==> src/rtl/core/paf_pkg.sv <==
// ----------------------------------------------------------------------------
// Packet aggregation framer package
// Shared codes, datapath operations and controller/datapath interface types.
// ----------------------------------------------------------------------------
`timescale 1ns / 1ps
`default_nettype none

package paf_pkg;

  localparam logic [1:0] ST_OK     = 2'd0;
  localparam logic [1:0] ST_BUSY   = 2'd1;
  localparam logic [1:0] ST_BIG    = 2'd2;
  localparam logic [1:0] ST_NOREAD = 2'd3;

  localparam logic [1:0] OPC_PKT  = 2'd0;
  localparam logic [1:0] OPC_TICK = 2'd1;
  localparam logic [1:0] OPC_READ = 2'd2;

  localparam logic [1:0] REG_MAX_FRAME_BYTES = 2'd0;
  localparam logic [1:0] REG_MAX_PACKETS     = 2'd1;
  localparam logic [1:0] REG_COALESCE_TICKS  = 2'd2;

  typedef enum logic [4:0] {
    OP_NONE,
    OP_LATCH,
    OP_DROP,
    OP_REJECT_BIG,
    OP_REJECT_BUSY,
    OP_TICK,
    OP_NOREAD,
    OP_READ,
    OP_PKT_START,
    OP_ZERO,
    OP_DATA,
    OP_PAD,
    OP_ADTH,
    OP_TAB,
    OP_HDR,
    OP_FIN,
    OP_EMIT
  } dp_op_t;

  typedef struct packed {
    dp_op_t     op;
    logic [3:0] j;
  } dp_cmd_t;

  typedef struct packed {
    logic [1:0] opcode;
    logic       dropping;
    logic       in_packet;
    logic       too_large;
    logic       need_close;
    logic       frame_rdy;
    logic       pad_done;
    logic       tab_last;
    logic       close_due;
    logic       out_free;
  } dp_stat_t;

endpackage

`default_nettype wire

==> src/rtl/core/paf_ctrl.sv <==
// ----------------------------------------------------------------------------
// Packet aggregation framer controller
// Sequences each accepted beat, packet openings and frame closing.
// ----------------------------------------------------------------------------
`timescale 1ns / 1ps
`default_nettype none

module paf_ctrl import paf_pkg::*; (
  input  wire logic     clk,
  input  wire logic     rst,
  input  wire logic     in_valid,
  output logic          in_ready,
  input  wire dp_stat_t stat,
  output dp_cmd_t       cmd
);

  typedef enum logic [3:0] {
    S_IDLE, S_DISP, S_READ, S_START, S_ZERO, S_DATA, S_TRY,
    S_PAD, S_ADTH, S_TAB, S_HDR, S_FIN, S_EMIT
  } state_t;

  state_t     state, state_next;
  logic [3:0] j, j_next;
  logic       ret, ret_next;

  always_comb begin
    state_next = state;
    j_next     = j + 4'd1;
    ret_next   = ret;
    cmd.op     = OP_NONE;
    cmd.j      = j;
    in_ready   = 1'b0;
    case (state)
      S_IDLE: begin
        in_ready = 1'b1;
        if (in_valid) begin
          cmd.op     = OP_LATCH;
          state_next = S_DISP;
        end
      end
      S_DISP: begin
        state_next = S_TRY;
        case (stat.opcode)
          OPC_PKT: begin
            if (stat.dropping) begin
              cmd.op = OP_DROP;
            end else if (stat.in_packet) begin
              state_next = S_DATA;
            end else if (stat.too_large) begin
              cmd.op = OP_REJECT_BIG;
            end else if (stat.need_close) begin
              if (stat.frame_rdy) begin
                cmd.op = OP_REJECT_BUSY;
              end else begin
                state_next = S_PAD;
                ret_next   = 1'b1;
              end
            end else begin
              state_next = S_START;
            end
          end
          OPC_TICK: cmd.op = OP_TICK;
          OPC_READ: begin
            if (stat.frame_rdy) begin
              state_next = S_READ;
            end else begin
              cmd.op = OP_NOREAD;
            end
          end
          default: ;
        endcase
      end
      S_READ: begin
        cmd.op     = OP_READ;
        state_next = S_TRY;
      end
      S_START: begin
        cmd.op     = OP_PKT_START;
        state_next = S_ZERO;
      end
      S_ZERO: begin
        cmd.op = OP_ZERO;
        if (j == 4'd15) begin
          state_next = S_DATA;
        end
      end
      S_DATA: begin
        cmd.op     = OP_DATA;
        state_next = S_TRY;
      end
      S_TRY: begin
        if (stat.close_due) begin
          state_next = S_PAD;
          ret_next   = 1'b0;
        end else begin
          state_next = S_EMIT;
        end
      end
      S_PAD: begin
        if (stat.pad_done) begin
          state_next = S_ADTH;
        end else begin
          cmd.op = OP_PAD;
        end
      end
      S_ADTH: begin
        cmd.op = OP_ADTH;
        if (j == 4'd15) begin
          state_next = S_TAB;
        end
      end
      S_TAB: begin
        cmd.op = OP_TAB;
        if (j == 4'd7) begin
          j_next = 4'd0;
          if (stat.tab_last) begin
            state_next = S_HDR;
          end
        end
      end
      S_HDR: begin
        cmd.op = OP_HDR;
        if (j == 4'd15) begin
          state_next = S_FIN;
        end
      end
      S_FIN: begin
        cmd.op     = OP_FIN;
        state_next = ret ? S_START : S_EMIT;
      end
      S_EMIT: begin
        if (stat.out_free) begin
          cmd.op     = OP_EMIT;
          state_next = S_IDLE;
        end
      end
      default: state_next = S_IDLE;
    endcase
    if ((state_next != state) && !((state == S_TAB) && (state_next == S_TAB))) begin
      j_next = 4'd0;
    end
  end

  always_ff @(posedge clk) begin
    if (rst) begin
      state <= S_IDLE;
      j     <= 4'd0;
      ret   <= 1'b0;
    end else begin
      state <= state_next;
      j     <= j_next;
      ret   <= ret_next;
    end
  end

endmodule

`default_nettype wire

==> config.mk <==
export PLATFORM = sky130hd
export DESIGN_NAME = paf_ctrl
export DESIGN_NICKNAME = d
export VERILOG_FILES = /design/src/rtl/core/paf_pkg.sv /design/src/rtl/core/paf_ctrl.sv
export SDC_FILE = /design/constraint.sdc
export NUM_CORES = 1
export LEC_CHECK = 0
export CORE_MARGIN = 8
export CORE_UTILIZATION = 39
export DETAILED_ROUTE_END_ITERATION = 12
export DONT_BUFFER_PORTS = 1
export HOLD_SLACK_MARGIN = 0.05
export SETUP_SLACK_MARGIN = 0.3
export SYNTH_ARGS = -nofsm -noshare
export SYNTH_HDL_FRONTEND = slang
export SYNTH_SLANG_ARGS = --single-unit
==> constraint.sdc <==
create_clock -name clk -period 2.35 [get_ports clk]
set_input_delay 0.3525 -clock clk [delete_from_list [all_inputs] [get_ports clk]]
set_output_delay 0.3525 -clock clk [all_outputs]
set_load 0.02 [all_outputs]
* Word-level counts from Yosys, hierarchy flattened
Index checks and enable logic that the tools add are counted.
** Storage, ports and cells
- Register bits after elaboration :: 9
- Bits of input ports :: 14
** Operators by class
- Equality and inequality tests :: 25
- Reductions and logical operators :: 9
- Mux-type cells :: 40
- Add/subtract/negate cells :: 1
** Operators with widths (count)
- $mux W4 :: 17
- $pmux W5 S12 :: 1
- $pmux W4 S12 :: 1
- $eq A4 B4 Y1 const B :: 7
- $mux W3 :: 7
- $eq A4 B3 Y1 const B :: 5
- $ne A2 B2 Y1 const B :: 6
- $mux W1 :: 10
- $pmux W3 S3 :: 1
- $eq A4 B2 Y1 const B :: 2
- $pmux W4 S2 :: 1
- $reduce_and A8 Y1 :: 1
- $mux W5 :: 1
- $add A4 B1 Y4 const B :: 1
- $eq A4 B1 Y1 const B :: 1
- $logic_not A4 Y1 :: 1
- $ne A4 B4 Y1 :: 1
- $reduce_or A2 Y1 :: 2
- $eq A2 B1 Y1 const B :: 1
- $eq A2 B2 Y1 const B :: 1
- $logic_and A1 B1 Y1 :: 2
- $logic_not A2 Y1 :: 1
- $ne A2 B1 Y1 const B :: 1
- $pmux W1 S2 :: 1
- other kinds (2) :: 2

* Logic depth before layout (Yosys ltp)
Gate-level depths: netlist (run 1).
- Depth in word-level cells :: 12
- Depth in mapped cells :: 7
- Depth with buffers taken out :: 6

* Worst setup path before layout (run 1)
No wires, ideal clock.
- Path kind :: flip-flop to output port
- Start point :: register state[0]
- End point :: output port in_ready
- Cell stages (with the launch flop) :: 5
- Setup slack :: 0.516 ns
- Data arrival time :: 1.482 ns
- Data required time :: 1.997 ns
- Path buffers :: 3
- Cells stage by stage :: dfxtp_1 > buf_6 > clkbuf_1 > clkbuf_1 > nor4_1
** On the way
- Word-level cells in the longest chain between the ends :: 2
** Ends and longest elaborated chain
- start: declaration :: RTL line paf_ctrl.sv:22 : state_t state, state_next;
- start signal: assignment :: RTL line paf_ctrl.sv:150 : state <= state_next;
- $logic_not A4 Y1 :: RTL line paf_ctrl.sv:33 : case (state)
- $mux W1 :: RTL line paf_ctrl.sv:33
- end: declaration :: RTL line paf_ctrl.sv:12 : output logic in_ready,
Every way passes these cells.

==> metrics.txt, run 1 <==
GP Congestion=0.8443; GRT met3 Usage=5.842%; power after layout=0.8157 mW; Placement Setup Slack=0.2561 ns; met1 Track Usage GR=15.38%; fin. max-slew vios=0; final hold viol count=0; Final min period=1.990 ns; die width=64.86 um; Hold Slack=0.1379 ns; H-tree levels=1; CTS Buf Count=3; EDFF count, synth=0; postcts setup bufs=0; CTS sink cnt=9; CP max stage cell=dfxtp_2; vias in the first global route=926; cell count after placement=152; Hold Path Class=in -> reg; period utilization=84.67%; Finished Cell Area=1042 um2; Post-synth top flop=dfxtp_1; # setup viols final=0; most frequent cells in the layout=15 x nor2_1, 11 x nand2_1, 10 x a21oi_1; CP Capture Type=output pin; Die ar.=4206 um2; Yosys Warn Count=0; post-synthesis cell area=930.9 um2; DRT Pass-1 Iters=4; first-pass GRT wire length=4271 um; CP peak stage delay=0.40 ns; RR Startpoint=state[2]; Critical R2R Capture=j[3]; pwr dens=782.6 nW/um2; drt initial violations=44; syn nets=144; Starting Density=41.68%; Layout area overhead=11.96%; Non-Filler Instances=156; vias per cell=6.250; Worst Setup SP=state[0]; Yosys cell types=44; Mean Syn Cell Area=7.216 um2; DRC viols=0; CTS Root Cell=clkbuf_4; port buffer count=0; CP Capture Point=cmd[7]; peak supply drop=0.6056 mV; Slew HR=66.09%; Final #Nets=144; worst slew pin tran=0.5041 ns; Startpoint Class=register; crit path kind=reg -> out; ant diodes=0; skew final=0.002964 ns; Leak Pwr=0.3569 nW; Global Route met2 Usage=18.51%; area post-placement=953.4 um2; vias=975; Core Area=2233 um2; RSZ-0062 raised after global routing=true; Wirelength per Cell=16.87 um; flop2flop setup slack=0.41 ns; Synth async-reset ratio=0%; status=finished clean; most common cell after layout, fill and taps aside=nor2_1; worst r2r path cells=5; total grt overflow=0; # IOs=24; Worst-path clk slew=0.06 ns; hold_buf cts=0; Yosys reg bits=9; upper clock frequency limit=502.6 MHz; Worst Hold Path Cells=1; FP Rows=17; placed wire-length estimate=1944 um; antenna violations before repair=0; Max Cap Violations=0; clk_lat worst skew=0.27 ns; global routing's busiest layer=met2; Routed Wire Length=2632 um; WP data arrival=1.64 ns; pin count of the biggest net entering global routing=24; deepest clock path buffer count=2; layout cell share with drive strength beyond 1=20.31%; Crit Path Max Fanout=23; Die H=64.86 um; CP Data Required Time=2.00 ns; CTS tree=built; Total GRT Usage=12.47%; setup TNS=0 ns; post-synthesis cell count=129; final core utilization=46.67%; sequential share of the synthesized area=19.35%; antenna-violating nets left=0; critical path cell sequence=buf_8 > or2b_1 > a21oi_1 > nor2_1 > a21oi_2; final worst slack=0.3603 ns
## worst max-delay path: cells and delay by family, from the launching register on
kind	cells	cell delay (ns)
flops	1	0.40
simple gates	2	0.32
buf+inv	1	0.19
compound gates	2	0.45
## routing by layer
layer / routed length, um / up-vias
met3: 245 / 4
li1: - / 484
met5: 0 / -
met1: 1140 / 459
met2: 1216 / 28
met4: 30 / 0
## synthesized netlist by cell type, drive strengths merged, types with 2 or more instances
cell    instances  area, um2
nor4            6      37.54
inv             2      7.510
xor2            2      17.52
a211oi          2      15.01
a21oi          11      55.05
nor4bb          2      20.02
a21o            2      15.01
buf             7      38.79
nor3            3      15.01
clkbuf          3      11.26
dfxtp           9      180.2
and4b           2      23.77
o21ai           5      25.02
o21a            2      15.01
nand3           4      20.02
a31oi           3      18.77
o21bai          2      15.01
nand2          11      41.29
nor2           16      60.06
nor4b           6      52.55
or2b            2      15.01
a221oi          2      17.52
nand2b          5      31.28
nor2b           3      18.77
mux2i           2      20.02
## cells by family after synthesis
logic type | after synthesis | share of synthesized area, %
xor gates and xnor gates | 2 | 1.882
DFF | 9 | 19.35
AOI/OAI and AO/OA | 36 | 26.75
buffers and inverters | 12 | 6.183
and+or+nand+nor | 67 | 42.34
muxes | 2 | 2.151
adders and majority gates | 1 | 1.344
## what timing repair did
item	CTS	global route
gates cloned	0	0
resized for setup	6	13
endpoints found under the setup margin	5	8
endpoints found under the hold margin	0	0
pin swaps	1	2
## final cells by class
type	count	area, um2
Fill cell	245	1191
Inverter	2	7.507
Sequential cell	9	191.4
Tap cell	28	35.03
Clock inverter	1	5.005
Multi-Input combinational cell	108	732.0
Timing Repair Buffer	5	48.80
Clock buffer	3	22.52
## registers in the layout, indices dropped and copies added, names as in the netlist
signal	count
ret	1
j	4
state	4
## worst min path at each step
stage,startpoint,to,slack [ns]
global placement,rst,state[3],0.42
CTS,rst,state[3],0.13
floorplan,rst,state[3],0.42
global route,rst,state[0],0.12
finish,rst,state[3],0.14
detailed placement,rst,state[3],0.43
## report_power, final
group / total [mW] / switching [mW] / internal [mW]
Sequential: 0.244 / 0.0629 / 0.182
Combinational: 0.452 / 0.260 / 0.192
Clock: 0.119 / 0.0561 / 0.0628
Total: 0.816 / 0.379 / 0.437
(Power assumes the default switching activity.)
==> inputs of run 2 (changes only) <==
==> constraint.sdc (replaced) <==
create_clock -name clk -period 1.8 [get_ports clk]
set_input_delay 0.27 -clock clk [delete_from_list [all_inputs] [get_ports clk]]
set_output_delay 0.27 -clock clk [all_outputs]
set_load 0.02 [all_outputs]
==> run 2 against run 1 <==
Compared with the run above: the flow now finishes with violations (negative setup slack); clock skew up 0.0013 ns; routed wire length up 21%; register-to-register slack worse by 0.47 ns; highest routed layer unchanged; critical endpoint is now cmd[4]; clock-buffer cell count up 1; power up 71%.
==> metrics.txt, run 2 (synthesized netlist as in run 1, its figures left out) <==
CTS Root Cell=clkbuf_4; first-pass GRT wire length=5099 um (+19%); layout cell share with drive strength beyond 1=43.90% (+24 points); flop2flop setup slack=-0.06 ns (-0.47 ns); H-tree levels=1 (unchanged); skew final=0.004253 ns (+0.001288 ns); Die H=64.86 um (unchanged); period utilization=103.4%; final worst slack=-0.06196 ns (-0.4222 ns); CP Capture Type=output pin; Total GRT Usage=14.89% (+2.4 points); Starting Density=41.68% (unchanged); cell count after placement=173 (+14%); Die ar.=4206 um2 (unchanged); Crit Path Max Fanout=6 (-74%); Clock Power Share=11.8% (-2.8 points); CTS tree=built; Routed Wire Length=3195 um (+21%); Layout area overhead=51.21%; pwr dens=989.1 nW/um2 (+26%); fillers=208 (-15%); DRT Pass-1 Iters=4 (unchanged); # IOs=24 (unchanged); Largest regs=j: 4 flops, state: 4 flops, ret: 1 flops; clk_lat worst skew=0.27 ns (about the same); Bufs and invs on worst path=1 (unchanged); final hold viol count=0 (unchanged); pin count of the biggest net entering global routing=13 (-46%); setup TNS=-0.2623 ns (-0.2623 ns); area post-placement=1131 um2 (+19%); Final #Nets=180 (+25%); WHS Endpoint=state[2]; sequential power share=20.1% (-9.9 points); vias=1119 (+15%); CP top delay family=simple AND/OR/NAND/NOR gates; peak supply drop=0.5469 mV (-9.7%); Non-Filler Instances=192 (+23%); Leak Pwr=0.5625 nW (+58%); WP data arrival=1.59 ns (-0.05 ns); critical path cell sequence=or4b_4 > a21o_1 > buf_4 > nand2_4; Wirelength per Cell=16.64 um (-1.4%); Hold Slack=0.06384 ns (-0.07408 ns); CTS Buf Count=3 (unchanged); FP Rows=17 (unchanged); Critical R2R Capture=j[3]; Core Area=2233 um2 (unchanged); crit path kind=reg -> out; CP max stage cell=or4b_4; Combinational Power Share=68.2% (+13 points); Worst-path clk slew=0.06 ns (about the same); Startpoint Class=register; worst slew pin tran=0.5020 ns (-0.002118 ns); NetSw=0.6002 mW (+58%); # setup viols final=6 (+6); Placement Setup Slack=-0.1157 ns (-0.3718 ns); antenna-violating nets left=0 (unchanged); RSZ-0062 raised after global routing=true; Max Cap Violations=0 (unchanged); fin. max-slew vios=0 (unchanged); die width=64.86 um (unchanged); CP peak stage delay=0.53 ns (+0.13 ns); upper clock frequency limit=537.1 MHz; Finished Cell Area=1408 um2 (+35%); most frequent cells in the layout=32 x buf_4, 12 x nor2_1, 10 x a21oi_1; Final min period=1.862 ns; vias in the first global route=1073 (+16%); deepest clock path buffer count=2 (unchanged); total grt overflow=0 (unchanged); antenna violations before repair=0 (unchanged); CTS sink cnt=9 (unchanged); Internal=0.7920 mW (+81%); failing checks=negative setup slack; hold path startpoint=rst; sw frac=43.11% (-3.4 points); port buffer count=0 (unchanged); CP Data Required Time=1.53 ns (-0.47 ns); vias per cell=5.828 (-6.8%); most common cell after layout, fill and taps aside=buf_4; Slew HR=66.06% (about the same); Worst Hold Path Cells=1 (unchanged); RR Startpoint=state[2]; placed wire-length estimate=2224 um (+14%); worst r2r path cells=6 (+1); DRC viols=0 (unchanged); drt initial violations=58 (+32%); Hold Path Class=in -> reg; status=finished with violations; GP Congestion=0.8685 (+2.9%); ant diodes=0 (unchanged)
==> run 2: repair_timing <==
| action | 4_1_cts | 5_1_grt |
|---|---|---|
| endpoints found under the hold margin | 1 | 2 |
| pin swaps | 6 | 7 |
| resized for setup | 28 | 10 |
| endpoints found under the setup margin | 12 | 13 |
| hold buffers | 1 | 1 |
| buffers inserted | 9 | 4 |
==> run 2: metrics by stage <==
step	util, %	power, mW
3_3_place_gp	50.64	0.9947
3_5_place_dp	50.64	1.005
5_1_grt	63.03	1.487
6_report	63.03	1.392
2_1_floorplan	-	0.7902
4_1_cts	59.61	1.308
==> run 2: layout make-up <==
type	count	area, um2	area share, %
clock buffer	4	26.28	1.867
inverter	2	7.507	0.5333
multi-input combinational	108	817.0	58.04
sequential	9	195.2	13.87
tap	28	35.03	2.489
timing repair buffer	41	326.6	23.20
==> run 2: how the worst max path moves through the flow <==
stage	end	cells past startpoint	start
2_1_floorplan	j[3]	6	state[0]
3_3_place_gp	j[1]	6	state[0]
3_5_place_dp	j[1]	6	state[0]
4_1_cts	j[1]	6	state[2]
5_1_grt	j[3]	6	state[2]
6_report	cmd[4]	4	state[2]
==> run 2: layer usage <==
metal	global-route usage (%)	routed length, um	vias to the layer above
li1	-	-	556
met1	18.41	1487	529
met2	24.10	1479	32
met3	4.811	209	2
met4	4.087	17	0
met5	0	0	-
==> run 2: power by group through the flow <==
stage                     registers, mW  logic, mW  clock network, mW
final                             0.279      0.949              0.164
after global routing              0.284       1.02              0.182
after CTS                         0.279      0.862              0.166
after detailed placement          0.281      0.724                  0
after global placement            0.279      0.716                  0
after floorplan                   0.267      0.523                  0
